$ cat src/rtl/coc_pkg.sv
// ----------------------------------------------------------------------------
// Cylinder oscillation controller package
// Shared codes, widths and reset constants for the oscillation controller.
// ----------------------------------------------------------------------------
package coc_pkg;

  // Width of the stroke timeout register
  localparam int TIMEOUT_W = 20;

  // Timeout after reset, in ticks
  localparam logic [TIMEOUT_W-1:0] TIMEOUT_RESET = 20'd10000;

  // Command codes carried by an input beat
  typedef enum logic [1:0] {
    OP_TICK  = 2'd0,
    OP_START = 2'd1,
    OP_STOP  = 2'd2
  } op_t;

  // Cylinder motion
  typedef enum logic [1:0] {
    MOT_STOP = 2'd0,
    MOT_IN   = 2'd1,
    MOT_OUT  = 2'd2
  } motion_t;

  // Fault codes
  typedef enum logic [1:0] {
    FLT_NONE   = 2'd0,
    FLT_BOTH   = 2'd1,
    FLT_TO_IN  = 2'd2,
    FLT_TO_OUT = 2'd3
  } fault_t;

endpackage

$ cat src/rtl/coc_in_if.sv
// ----------------------------------------------------------------------------
// Command channel
// Valid/ready channel carrying one command and the sampled limit switches.
// ----------------------------------------------------------------------------
interface coc_in_if;
  logic       valid;
  logic       ready;
  logic [1:0] op;
  logic       switch_in;
  logic       switch_out;

  modport source (output valid, output op, output switch_in, output switch_out,
                  input ready);
  modport sink (input valid, input op, input switch_in, input switch_out,
                output ready);
endinterface

$ cat src/rtl/coc_out_if.sv
// ----------------------------------------------------------------------------
// Status channel
// Valid/ready channel carrying valve drives, motion, run flag and fault code.
// ----------------------------------------------------------------------------
interface coc_out_if;
  logic       valid;
  logic       ready;
  logic       valve_in;
  logic       valve_out;
  logic [1:0] motion;
  logic       running;
  logic [1:0] fault_code;

  modport source (output valid, output valve_in, output valve_out, output motion,
                  output running, output fault_code, input ready);
  modport sink (input valid, input valve_in, input valve_out, input motion,
                input running, input fault_code, output ready);
endinterface

$ cat src/rtl/cylinder_oscillation_controller.sv
// The status beat for an accepted command beat is registered and appears in the cycle after acceptance.
// Throughput: one command beat per cycle; the control state registers double
// as the status register, so a new beat is taken whenever the status slot is
// empty or being taken in the same cycle.
// Reset: motion stopped, oscillation disabled, stroke timer zero, no fault,
// timeout 10000 ticks, no status beat pending.
// ----------------------------------------------------------------------------
// Cylinder oscillation controller
// Drives a two-valve pneumatic cylinder between its limit switches with
// stroke timeout and switch fault detection.
// ----------------------------------------------------------------------------
module cylinder_oscillation_controller
  import coc_pkg::*;
#(
  parameter int TIMER_BITS = 20
) (
  input  logic                 clk,
  input  logic                 rst,
  input  logic                 cfg_wr_en,
  input  logic [TIMEOUT_W-1:0] cfg_wr_data,
  coc_in_if.sink               in_ch,
  coc_out_if.source            out_ch
);

  localparam int CMP_W = (TIMER_BITS > TIMEOUT_W) ? TIMER_BITS : TIMEOUT_W;

  logic [TIMEOUT_W-1:0]  timeout;
  motion_t               motion;
  motion_t               motion_next;
  logic                  enabled;
  logic                  enabled_next;
  logic [TIMER_BITS-1:0] elapsed;
  logic [TIMER_BITS-1:0] elapsed_next;
  logic [TIMER_BITS-1:0] elapsed_inc;
  fault_t                fault;
  fault_t                fault_next;
  logic                  out_valid;
  logic                  accept;
  logic                  both_sw;
  logic                  timed_out;

  // Take a beat when the status slot is free or draining
  assign in_ch.ready = ~out_valid | out_ch.ready;
  assign accept      = in_ch.valid & in_ch.ready;

  // Saturating stroke timer advance and timeout compare
  assign elapsed_inc = (elapsed == {TIMER_BITS{1'b1}}) ? elapsed
                                                       : elapsed + 1'b1;
  assign timed_out   = CMP_W'(elapsed_inc) > CMP_W'(timeout);
  assign both_sw     = in_ch.switch_in & in_ch.switch_out;

  // Next control state for the beat on the input
  always_comb begin
    motion_next  = motion;
    enabled_next = enabled;
    elapsed_next = elapsed;
    fault_next   = fault;
    unique case (op_t'(in_ch.op))
      OP_TICK: begin
        if (enabled) begin
          if (motion != MOT_STOP && timed_out) begin
            fault_next   = (motion == MOT_IN) ? FLT_TO_IN : FLT_TO_OUT;
            motion_next  = MOT_STOP;
            elapsed_next = '0;
            enabled_next = 1'b0;
          end else if (both_sw) begin
            fault_next   = FLT_BOTH;
            motion_next  = MOT_STOP;
            elapsed_next = '0;
            enabled_next = 1'b0;
          end else begin
            unique case (motion)
              MOT_IN: begin
                elapsed_next = elapsed_inc;
                if (in_ch.switch_in) begin
                  motion_next  = MOT_OUT;
                  elapsed_next = '0;
                end
              end
              MOT_OUT: begin
                elapsed_next = elapsed_inc;
                if (in_ch.switch_out) begin
                  motion_next  = MOT_IN;
                  elapsed_next = '0;
                end
              end
              default: begin
                motion_next  = in_ch.switch_in ? MOT_OUT : MOT_IN;
                elapsed_next = '0;
              end
            endcase
          end
        end
      end
      OP_START: begin
        elapsed_next = '0;
        if (both_sw) begin
          fault_next   = FLT_BOTH;
          motion_next  = MOT_STOP;
          enabled_next = 1'b0;
        end else begin
          fault_next   = FLT_NONE;
          motion_next  = in_ch.switch_in ? MOT_OUT : MOT_IN;
          enabled_next = 1'b1;
        end
      end
      OP_STOP: begin
        enabled_next = 1'b0;
        motion_next  = MOT_STOP;
        elapsed_next = '0;
      end
      default: begin
      end
    endcase
  end

  // Timeout register
  always_ff @(posedge clk) begin
    if (rst) begin
      timeout <= TIMEOUT_RESET;
    end else if (cfg_wr_en) begin
      timeout <= cfg_wr_data;
    end
  end

  // Control state, advanced on each accepted beat
  always_ff @(posedge clk) begin
    if (rst) begin
      motion  <= MOT_STOP;
      enabled <= 1'b0;
      elapsed <= '0;
      fault   <= FLT_NONE;
    end else if (accept) begin
      motion  <= motion_next;
      enabled <= enabled_next;
      elapsed <= elapsed_next;
      fault   <= fault_next;
    end
  end

  // Status beat valid: set on accept, drop when taken
  always_ff @(posedge clk) begin
    if (rst) begin
      out_valid <= 1'b0;
    end else if (accept) begin
      out_valid <= 1'b1;
    end else if (out_ch.ready) begin
      out_valid <= 1'b0;
    end
  end

  // Status payload straight from the control state
  assign out_ch.valid      = out_valid;
  assign out_ch.valve_in   = (motion == MOT_IN);
  assign out_ch.valve_out  = (motion == MOT_OUT);
  assign out_ch.motion     = motion;
  assign out_ch.running    = enabled;
  assign out_ch.fault_code = fault;

  // A moving cylinder is always enabled
  a_move_enabled: assert property (@(posedge clk) disable iff (rst)
    (motion != MOT_STOP) |-> enabled)
    else $error("cylinder moving while disabled");

  // The stroke timer only runs during a stroke
  a_timer_idle: assert property (@(posedge clk) disable iff (rst)
    (motion == MOT_STOP) |-> (elapsed == '0))
    else $error("stroke timer nonzero while stopped");

  // A start from the inner end begins an outward stroke
  a_start_out: assert property (@(posedge clk) disable iff (rst)
    (accept && in_ch.op == OP_START && in_ch.switch_in && !in_ch.switch_out)
      |=> (motion == MOT_OUT && enabled && fault == FLT_NONE))
    else $error("start at inner end did not stroke outward");

  // Status holds while a beat is waiting
  a_status_hold: assert property (@(posedge clk) disable iff (rst)
    (out_valid && !out_ch.ready) |=> ($stable(motion) && $stable(fault)))
    else $error("status changed while beat pending");

endmodule
$ cat src/flat_wrapper.sv
// flat-port wrapper written by rule: the top's interface ports become plain ports
module cylinder_oscillation_controller_flat import coc_pkg::*;
#(
  parameter int TIMER_BITS = 20
)
  (clk, rst, cfg_wr_en, cfg_wr_data, in_ch_valid, in_ch_op, in_ch_switch_in, in_ch_switch_out, in_ch_ready, out_ch_valid, out_ch_valve_in, out_ch_valve_out, out_ch_motion, out_ch_running, out_ch_fault_code, out_ch_ready);
  coc_in_if in_ch_i ();
  coc_out_if out_ch_i ();
  input  logic clk;
  input  logic rst;
  input  logic cfg_wr_en;
  input  logic [TIMEOUT_W-1:0] cfg_wr_data;
  input wire logic [$bits(in_ch_i.valid)-1:0] in_ch_valid;
  input wire logic [$bits(in_ch_i.op)-1:0] in_ch_op;
  input wire logic [$bits(in_ch_i.switch_in)-1:0] in_ch_switch_in;
  input wire logic [$bits(in_ch_i.switch_out)-1:0] in_ch_switch_out;
  output wire logic [$bits(in_ch_i.ready)-1:0] in_ch_ready;
  output wire logic [$bits(out_ch_i.valid)-1:0] out_ch_valid;
  output wire logic [$bits(out_ch_i.valve_in)-1:0] out_ch_valve_in;
  output wire logic [$bits(out_ch_i.valve_out)-1:0] out_ch_valve_out;
  output wire logic [$bits(out_ch_i.motion)-1:0] out_ch_motion;
  output wire logic [$bits(out_ch_i.running)-1:0] out_ch_running;
  output wire logic [$bits(out_ch_i.fault_code)-1:0] out_ch_fault_code;
  input wire logic [$bits(out_ch_i.ready)-1:0] out_ch_ready;
  assign in_ch_i.valid = in_ch_valid;
  assign in_ch_i.op = in_ch_op;
  assign in_ch_i.switch_in = in_ch_switch_in;
  assign in_ch_i.switch_out = in_ch_switch_out;
  assign in_ch_ready = in_ch_i.ready;
  assign out_ch_valid = out_ch_i.valid;
  assign out_ch_valve_in = out_ch_i.valve_in;
  assign out_ch_valve_out = out_ch_i.valve_out;
  assign out_ch_motion = out_ch_i.motion;
  assign out_ch_running = out_ch_i.running;
  assign out_ch_fault_code = out_ch_i.fault_code;
  assign out_ch_i.ready = out_ch_ready;
  cylinder_oscillation_controller #(.TIMER_BITS(TIMER_BITS)) u_core (.clk(clk), .rst(rst), .cfg_wr_en(cfg_wr_en), .cfg_wr_data(cfg_wr_data), .in_ch(in_ch_i), .out_ch(out_ch_i));
endmodule
$ cat config.mk
export PLATFORM = sky130hd
export DESIGN_NAME = cylinder_oscillation_controller_flat
export DESIGN_NICKNAME = d
export VERILOG_FILES = /design/src/rtl/coc_pkg.sv /design/src/rtl/coc_in_if.sv /design/src/rtl/coc_out_if.sv /design/src/rtl/cylinder_oscillation_controller.sv /design/src/flat_wrapper.sv
export SDC_FILE = /design/constraint.sdc
export NUM_CORES = 1
export LEC_CHECK = 0
export ABC_AREA = 1
export BUFFER_PORTS_ARGS = -buffer_cell sky130_fd_sc_hd__buf_2
export CORE_UTILIZATION = 53
export DETAILED_ROUTE_END_ITERATION = 10
export PLACE_DENSITY = 0.77
export SYNTH_ARGS = -nofsm -noshare
export SYNTH_HDL_FRONTEND = slang
export SYNTH_SLANG_ARGS = --single-unit
$ cat constraint.sdc
create_clock -name clk -period 2.9 [get_ports clk]
set_input_delay 0.29 -clock clk [delete_from_list [all_inputs] [get_ports clk]]
set_output_delay 0.29 -clock clk [all_outputs]
set_load 0.05 [all_outputs]
==> impl_results.rst, run 1 <==
.. list-table::
   :header-rows: 1

   * - Metric
     - Value
   * - CTS Root Buffer Type
     - sky130_fd_sc_hd__clkbuf_8
   * - ANT nets after route
     - 0
   * - Hold bufs inserted after CTS
     - 0
   * - Yosys warning total
     - 0
   * - Hold Vio Cnt, Final
     - 0
   * - Clock tree from TritonCTS
     - done
   * - Min Clock Period, post-route
     - between 2 and 3 ns
   * - Post-route design area
     - between 3000 and 4000 um^2
   * - Number of pins exceeding their max-slew limit in the final report
     - 0
   * - Commonest non-fill, non-tap cell in the layout
     - sky130_fd_sc_hd__nand2_1
   * - Sequential-to-total area share from yosys stat
     - ~30%
   * - Synth top area cells
     - sky130_fd_sc_hd__dfxtp_1 (30%), sky130_fd_sc_hd__nand2_1 (13%), sky130_fd_sc_hd__ha_1 (11%), sky130_fd_sc_hd__inv_1 (6.6%), sky130_fd_sc_hd__a21oi_1 (6.3%)
   * - Synthesized area per cell
     - between 6 and 7 um^2
   * - CORE AREA
     - about 5600 um^2
   * - Clock sink count
     - between 40 and 50
   * - Upper clock frequency limit
     - roughly 350 MHz
   * - Final cycle utilization of the critical path
     - between 90% and 100%
   * - Number of filler cells placed in the layout
     - about 470
   * - Standard-cell rows
     - 27
   * - Arrival time at the worst endpoint
     - between 3 and 4 ns
   * - Worst hold-check path type
     - primary input to flop
   * - Category of the critical setup timing path
     - flop to flop
   * - Commonest non-fill, non-tap cells in the layout
     - sky130_fd_sc_hd__nand2_1 (97), sky130_fd_sc_hd__inv_1 (54), sky130_fd_sc_hd__dfxtp_1 (38)
   * - Terminus of the critical flop-to-flop path
     - u_core.elapsed[5]
   * - Cell type contributing the most total cell area after synthesis
     - sky130_fd_sc_hd__dfxtp_1
   * - All-layer global routing usage
     - 23.12%
   * - Max rail drop VDD
     - 318.1 uV
   * - Power, Total
     - between 1 and 1.5 mW
   * - Total congestion overflow after global routing
     - 0
   * - Diodes inserted
     - 0
   * - Mapped Nets
     - 500
   * - Number of DRC markers in iteration 0
     - between 150 and 200
   * - Source-to-sink clock delay at the later pin of the worst-skew pair
     - about 0.30 ns
   * - Number of buffers inserted by port buffering
     - 37
   * - Slack of the worst reg-to-reg path
     - approximately 0.015 ns
   * - R2r startpoint
     - u_core.elapsed[7]
   * - Number of different library cells in the post-synthesis netlist
     - 32
   * - Global-route wire length before repair
     - 11,430 um
   * - Via count of the first global-routing pass
     - between 2,000 and 3,000
   * - Power per cell area
     - 359.7 nW/um^2
   * - Average vias per placed instance
     - 5.232
   * - Worst setup EP type
     - flop
   * - Count of endpoints failing setup in the final report
     - 0
   * - Run status
     - complete, no violations
   * - Worst hold slack after final layout
     - 0.1961 ns
   * - Maximum buffer depth of the clock tree
     - 2
   * - Fraction of final layout cells with drive strength greater than 1
     - between 30% and 40%
   * - Setup repair after global routing missed its margin
     - true
   * - Routed vias
     - around 3,000
   * - Area growth, synth to finish
     - 23.97%
   * - Hold path startpoint
     - cfg_wr_data[4]
   * - Worst EP required
     - ~3.1 ns
   * - Share of async-settable or async-resettable flops after synthesis
     - 0%
   * - Final nets
     - 560
   * - Number of ports placed on the die boundary
     - 38
   * - Clk_skew
     - between 0.002 and 0.003 ns
   * - Instance count after placement with tap cells included
     - roughly 560
   * - Startpoint class of the critical path
     - flop
   * - Total Die Area
     - ~6100 um^2
   * - Avg WL per Cell
     - 12.77 um
   * - Horizontal extent of the die
     - between 70 and 80 um
   * - Slew Limit Headroom
     - between 50 and 60%
   * - Post-synth EDFFs
     - 0
   * - Number of storage elements in the synthesis netlist
     - 46
   * - Pre-Repair DR Iteration Count
     - 5
   * - Endpoint, Worst Hold
     - u_core.timeout[4]
   * - Area share of the leading cell type in the synthesized netlist
     - 29.80%
   * - Worst hold path depth
     - 3
   * - Critical path fanouts, max
     - 10
   * - Largest net degree at the start of global routing
     - 30
   * - Die height
     - around 78 um
   * - Transition time at the pin with the least slew margin
     - roughly 0.73 ns
   * - Register-to-Register Path Depth
     - 20
   * - HPWL after DPL
     - 5051 um
   * - H-tree Lvls
     - 2
   * - Final WL
     - between 7000 and 8000 um
   * - Clock transition at the registers of the reported paths
     - 0.09 ns
   * - Reported leakage power
     - 1.904 nW
   * - Syn Inst Count
     - 444
   * - MaxCap Viol Count
     - 0
   * - Placed inst area
     - around 3500 um^2
   * - Post-synthesis cell area
     - 3090 um^2
   * - Antenna violations before repair
     - 0
   * - Ys flop type
     - sky130_fd_sc_hd__dfxtp_1
   * - Last weighted congestion value of the routability-driven placer
     - just under 0.9
   * - Non-Filler Instances
     - ~580
   * - Number of clock buffers inserted by TritonCTS
     - 5
   * - Initial core utilization
     - between 50 and 60%
   * - DRC violations left
     - 0
-- layout make-up --
cell class | count | area (um^2) | area share (%)
Multi-Input combinational cell | 323 | 2016 | 52.61
Sequential cell | 46 | 940.9 | 24.56
Timing Repair Buffer | 66 | 439.2 | 11.46
Inverter | 62 | 232.7 | 6.074
Tap cell | 72 | 90.09 | 2.351
Clock buffer | 5 | 68.82 | 1.796
Clock inverter | 3 | 43.79 | 1.143
-- stage by stage --
step                setup slack, ns  TNS (ns)  utilization (%)
floorplan                    0.1671         0                -
global placement            0.03022         0            61.91
detailed placement         -0.05333   -0.7491            61.91
CTS                        0.001450         0            64.38
global route                -0.1674    -2.463            68.73
finish                      0.01508         0            68.73
-- sequential cells by signal, indices dropped and copies added (netlist names) --
register / count
u_core.timeout: 20
u_core.out_ch.valid: 1
u_core.out_ch.fault_code: 2
u_core.out_ch.motion: 2
u_core.out_ch.running: 1
u_core.elapsed: 20
-- kinds of logic (layout without fill, tap and decap cells) --
logic type / after synthesis / after routing / synth area share (%)
buffers and inverters: 75 / 136 / 9.716
AO/OA/AOI/OAI: 81 / 81 / 14.82
adder cells (fa/ha/maj): 27 / 27 / 10.93
flip-flops: 46 / 46 / 29.80
XOR/XNOR: 16 / 16 / 4.534
AND/OR/NAND/NOR: 199 / 199 / 30.20
-- critical path: stages (launching register included) --
cell	delay, ns
sky130_fd_sc_hd__dfxtp_1	0.44
sky130_fd_sc_hd__nand2_1	0.13
sky130_fd_sc_hd__nor3_4	0.18
sky130_fd_sc_hd__nand2_4	0.09
sky130_fd_sc_hd__nor2_4	0.18
sky130_fd_sc_hd__buf_6	0.12
sky130_fd_sc_hd__xor2_1	0.14
sky130_fd_sc_hd__nand2_1	0.11
sky130_fd_sc_hd__ha_1	0.28
sky130_fd_sc_hd__nand2_1	0.06
sky130_fd_sc_hd__nor2_2	0.15
sky130_fd_sc_hd__nand2_2	0.09
sky130_fd_sc_hd__nor2_4	0.11
sky130_fd_sc_hd__o21ai_2	0.07
sky130_fd_sc_hd__nand3_2	0.10
sky130_fd_sc_hd__nand2_4	0.07
sky130_fd_sc_hd__nand2_4	0.09
sky130_fd_sc_hd__nor2_8	0.05
sky130_fd_sc_hd__buf_12	0.14
sky130_fd_sc_hd__nand2_1	0.06
sky130_fd_sc_hd__a21oi_1	0.06
-- Yosys cell counts (5+ instances only) --
master	instances
sky130_fd_sc_hd__nand2_1	107
sky130_fd_sc_hd__inv_1	54
sky130_fd_sc_hd__dfxtp_1	46
sky130_fd_sc_hd__a21oi_1	39
sky130_fd_sc_hd__nor2_1	33
sky130_fd_sc_hd__ha_1	27
sky130_fd_sc_hd__o21ai_0	24
sky130_fd_sc_hd__nand3_1	20
sky130_fd_sc_hd__nand2_2	17
sky130_fd_sc_hd__a21oi_2	11
sky130_fd_sc_hd__clkbuf_1	11
sky130_fd_sc_hd__xor2_1	11
sky130_fd_sc_hd__inv_2	6
sky130_fd_sc_hd__xnor2_1	5
-- routing by layer --
| layer | GRT usage (%) | vias up | share of wire (%) |
|---|---|---|---|
| met2 | 41.93 | 95 | 50 |
| met5 | 0 | - | 0 |
| li1 | - | 1534 | - |
| met4 | 7.593 | 0 | 2.2 |
| met3 | 4.186 | 21 | 4.8 |
| met1 | 27.25 | 1369 | 43 |
-- worst max path at each step --
stage,end,from,slack (ns)
2_1_floorplan,u_core.elapsed[11],u_core.elapsed[0],0.17
3_3_place_gp,u_core.elapsed[14],u_core.elapsed[1],0.03
3_5_place_dp,u_core.elapsed[2],u_core.elapsed[0],-0.05
4_1_cts,u_core.elapsed[5],u_core.elapsed[0],0.001
5_1_grt,u_core.elapsed[4],u_core.elapsed[11],-0.17
6_report,u_core.elapsed[5],u_core.elapsed[7],0.02
-- report_power, final --
part | internal, mW | switching, mW | total (mW)
logic | 0.0697 | 0.151 | 0.221
registers | 0.653 | 0.00883 | 0.662
clock network | 0.259 | 0.236 | 0.495
total | 0.982 | 0.396 | 1.38
-- repair_timing --
action / 4_1_cts / 5_1_grt
gates resized for setup: 6 / 43
pin swaps: 1 / 11
setup buffers: 1 / 11
endpoints found under the setup margin: 21 / 25
No activity file was read; power rests on OpenSTA's default activity.
==> run 2, diff against run 1 <==
--- a/config.mk
+++ b/config.mk
@@ -7,9 +7,11 @@
 export LEC_CHECK = 0
 export ABC_AREA = 1
 export BUFFER_PORTS_ARGS = -buffer_cell sky130_fd_sc_hd__buf_2
-export CORE_UTILIZATION = 53
+export CELL_PAD_IN_SITES_DETAIL_PLACEMENT = 0
+export CELL_PAD_IN_SITES_GLOBAL_PLACEMENT = 1
+export CORE_UTILIZATION = 38
 export DETAILED_ROUTE_END_ITERATION = 10
-export PLACE_DENSITY = 0.77
+export PLACE_DENSITY_LB_ADDON = 0.1
 export SYNTH_ARGS = -nofsm -noshare
 export SYNTH_HDL_FRONTEND = slang
 export SYNTH_SLANG_ARGS = --single-unit
==> run 2 against run 1 <==
- die area is 38% higher
- critical path type unchanged
- maximum frequency is 2.7% higher
- worst setup slack better by 0.075 ns
- clock skew is 0.0041 ns higher
==> impl_results.rst, run 2 (same netlist as run 1, synthesis figures left out) <==
.. list-table::
   :header-rows: 1

   * - Metric
     - Value
   * - All-layer global routing usage
     - 18.15% (-5.0 points)
   * - Clk_skew
     - 0.007023 ns (+0.004117 ns)
   * - Count of endpoints failing setup in the final report
     - 0 (unchanged)
   * - Source-to-sink clock delay at the later pin of the worst-skew pair
     - 0.30 ns (about the same)
   * - Transition time at the pin with the least slew margin
     - 0.7835 ns (+0.05451 ns)
   * - Switching pwr
     - 395.9 uW (-0.11%)
   * - Fraction of final layout cells with drive strength greater than 1
     - 37.62% (+7.3 points)
   * - Via count of the first global-routing pass
     - 2,680 (+0.56%)
   * - Power per cell area
     - 330.6 nW/um^2 (-8.1%)
   * - Part of the power in the clock network
     - 35.3% (-0.6 points)
   * - Largest net degree at the start of global routing
     - 30 (unchanged)
   * - Biggest regs
     - u_core.elapsed x20, u_core.timeout x20
   * - Maximum buffer depth of the clock tree
     - 2 (unchanged)
   * - Antenna violations before repair
     - 0 (unchanged)
   * - Hold Vio Cnt, Final
     - 0 (unchanged)
   * - Clock tree from TritonCTS
     - done
   * - Setup repair after global routing missed its margin
     - true
   * - HPWL after DPL
     - 5727 um (+13%)
   * - Total congestion overflow after global routing
     - 0 (unchanged)
   * - Number of clock buffers inserted by TritonCTS
     - 5 (unchanged)
   * - Hold bufs inserted after CTS
     - 0 (unchanged)
   * - Number of buffers inserted by port buffering
     - 37 (unchanged)
   * - Standard-cell rows
     - 32 (+19%)
   * - Sequential Power Share
     - 47.7% (-0.3 points)
   * - Area growth, synth to finish
     - 35.22%
   * - Number of pins exceeding their max-slew limit in the final report
     - 0 (unchanged)
   * - Min Clock Period, post-route
     - 2.810 ns (-0.07523 ns)
   * - DRC violations left
     - 0 (unchanged)
   * - Total Die Area
     - 8497 um^2 (+38%)
   * - Worst hold-check path type
     - primary input to flop
   * - Last weighted congestion value of the routability-driven placer
     - 0.8154 (-7.5%)
   * - Global-route wire length before repair
     - 12,320 um (+7.9%)
   * - Setup Total Neg Slack
     - 0 ns (unchanged)
   * - Cell Int Power
     - 985.6 uW (+0.40%)
   * - Reported leakage power
     - 2.062 nW (+8.3%)
   * - Number of ports placed on the die boundary
     - 38 (unchanged)
   * - CORE AREA
     - 7807 um^2 (+40%)
   * - Clock sink count
     - 46 (unchanged)
   * - Final nets
     - 576 (+2.9%)
   * - Upper clock frequency limit
     - 355.9 MHz (+2.7%)
   * - Average vias per placed instance
     - 4.761 (-9.0%)
   * - Critical path fanouts, max
     - 5 (-5)
   * - Slew Limit Headroom
     - 47.71% (-3.6 points)
   * - Pre-Repair DR Iteration Count
     - 4 (-1)
   * - Startpoint class of the critical path
     - flop
   * - Max rail drop VDD
     - 205.9 uV (-35%)
   * - Avg WL per Cell
     - 12.55 um (-1.8%)
   * - Final WL
     - 7816 um (+6.1%)
   * - Arrival time at the worst endpoint
     - 3.03 ns (-0.02 ns)
   * - Die height
     - 92.18 um (+18%)
   * - Final cycle utilization of the critical path
     - 96.89% (-2.6 points)
   * - Diodes inserted
     - 0 (unchanged)
   * - Routed vias
     - 2,966 (-1.8%)
   * - Category of the critical setup timing path
     - flop to flop
   * - Worst setup EP type
     - flop
   * - H-tree Lvls
     - 2 (unchanged)
   * - ANT nets after route
     - 0 (unchanged)
   * - Worst EP required
     - 3.12 ns (+0.06 ns)
   * - Commonest non-fill, non-tap cells in the layout
     - sky130_fd_sc_hd__nand2_1 (92), sky130_fd_sc_hd__inv_1 (53), sky130_fd_sc_hd__buf_4 (39)
   * - Number of DRC markers in iteration 0
     - 94 (-43%)
   * - Run status
     - complete, no violations
   * - Combinational group share of total power
     - 17.0% (+0.9 points)
   * - Horizontal extent of the die
     - 92.18 um (+18%)
   * - Switching share of power
     - 28.66% (-0.11 points)
   * - MaxCap Viol Count
     - 0 (unchanged)
   * - Commonest non-fill, non-tap cell in the layout
     - sky130_fd_sc_hd__nand2_1
   * - CTS Root Buffer Type
     - sky130_fd_sc_hd__clkbuf_8
   * - Initial core utilization
     - 39.58% (-16 points)
   * - Clock transition at the registers of the reported paths
     - 0.09 ns (about the same)
   * - Power, Total
     - 1.382 mW (+0.26%)
[run 2: area by class of cell]
type                       instances  area (um^2)
tap                              102        127.6
clock buffer                       6        72.57
inverter                          62        235.2
multi-input combinational        325         2192
sequential                        46        959.7
clock inverter                     2        37.54
timing repair buffer              80        554.3
fill                             772         3628
[run 2: path summary, 6_finish.rpt]
| kind | from | end | slack (ns) | cells past startpoint |
|---|---|---|---|---|
| max | u_core.elapsed[8] | u_core.elapsed[4] | 0.09 | 20 |
| min | cfg_wr_data[9] | u_core.timeout[9] | 0.20 | 3 |
| max reg2reg | u_core.elapsed[8] | u_core.elapsed[4] | 0.09 | 20 |
| min reg2reg | u_core.timeout[17] | u_core.timeout[17] | 0.47 | 2 |
[run 2: metrics by stage]
| step | instance area, um^2 | util [%] | setup slack (ns) | hold WS, ns | std cells |
|---|---|---|---|---|---|
| after CTS | 3769 | 48.27 | 0.01262 | 0.1914 | 612 |
| after global placement | 3608 | 46.22 | -0.1096 | 0.4569 | 603 |
| final | 4179 | 53.53 | 0.09030 | 0.1971 | 623 |
| after floorplan | 3090 | - | 0.1671 | 0.4164 | 444 |
| after detailed placement | 3608 | 46.22 | -0.1254 | 0.4619 | 603 |
| after global routing | 4179 | 53.53 | -0.07274 | 0.2034 | 623 |
[run 2: power groups by stage]
stage / combinational, mW / clock [mW] / sequential [mW]
finish: 0.235 / 0.488 / 0.659
global placement: 0.219 / 0 / 0.680
CTS: 0.223 / 0.504 / 0.666
floorplan: 0.137 / 0 / 0.702
detailed placement: 0.221 / 0 / 0.681
global route: 0.263 / 0.527 / 0.662
[run 2: critical path: stages, from the launching register on]
cell	delay (ns)
sky130_fd_sc_hd__dfxtp_4	0.40
sky130_fd_sc_hd__nand2_4	0.06
sky130_fd_sc_hd__nor2_4	0.12
sky130_fd_sc_hd__nand4_1	0.17
sky130_fd_sc_hd__nor2_4	0.17
sky130_fd_sc_hd__buf_4	0.16
sky130_fd_sc_hd__nand2_4	0.07
sky130_fd_sc_hd__nand2_1	0.15
sky130_fd_sc_hd__ha_1	0.26
sky130_fd_sc_hd__nand2_1	0.07
sky130_fd_sc_hd__nand2_1	0.05
sky130_fd_sc_hd__nand2_1	0.06
sky130_fd_sc_hd__nand2_2	0.06
sky130_fd_sc_hd__a21oi_4	0.17
sky130_fd_sc_hd__nand3_2	0.12
sky130_fd_sc_hd__nand2_4	0.10
sky130_fd_sc_hd__nand2_4	0.07
sky130_fd_sc_hd__nor2_8	0.15
sky130_fd_sc_hd__clkbuf_16	0.17
sky130_fd_sc_hd__nand2_1	0.05
sky130_fd_sc_hd__a21oi_1	0.10
[run 2: what timing repair did]
action                                  4_1_cts  5_1_grt
buffers inserted                              1        8
gates resized for setup                      14       75
endpoints found under the setup margin       25       25
gates cloned                                  0        3
pin swaps                                     7       22
[run 2: routing by layer]
layer  share of wire [%]  up-vias  track usage (%)
met1                  47     1329            24.28
li1                    -     1567                -
met2                  48       58            30.35
met5                   0        -                0
met4                 1.7        0            5.078
met3                 3.4       12            2.488
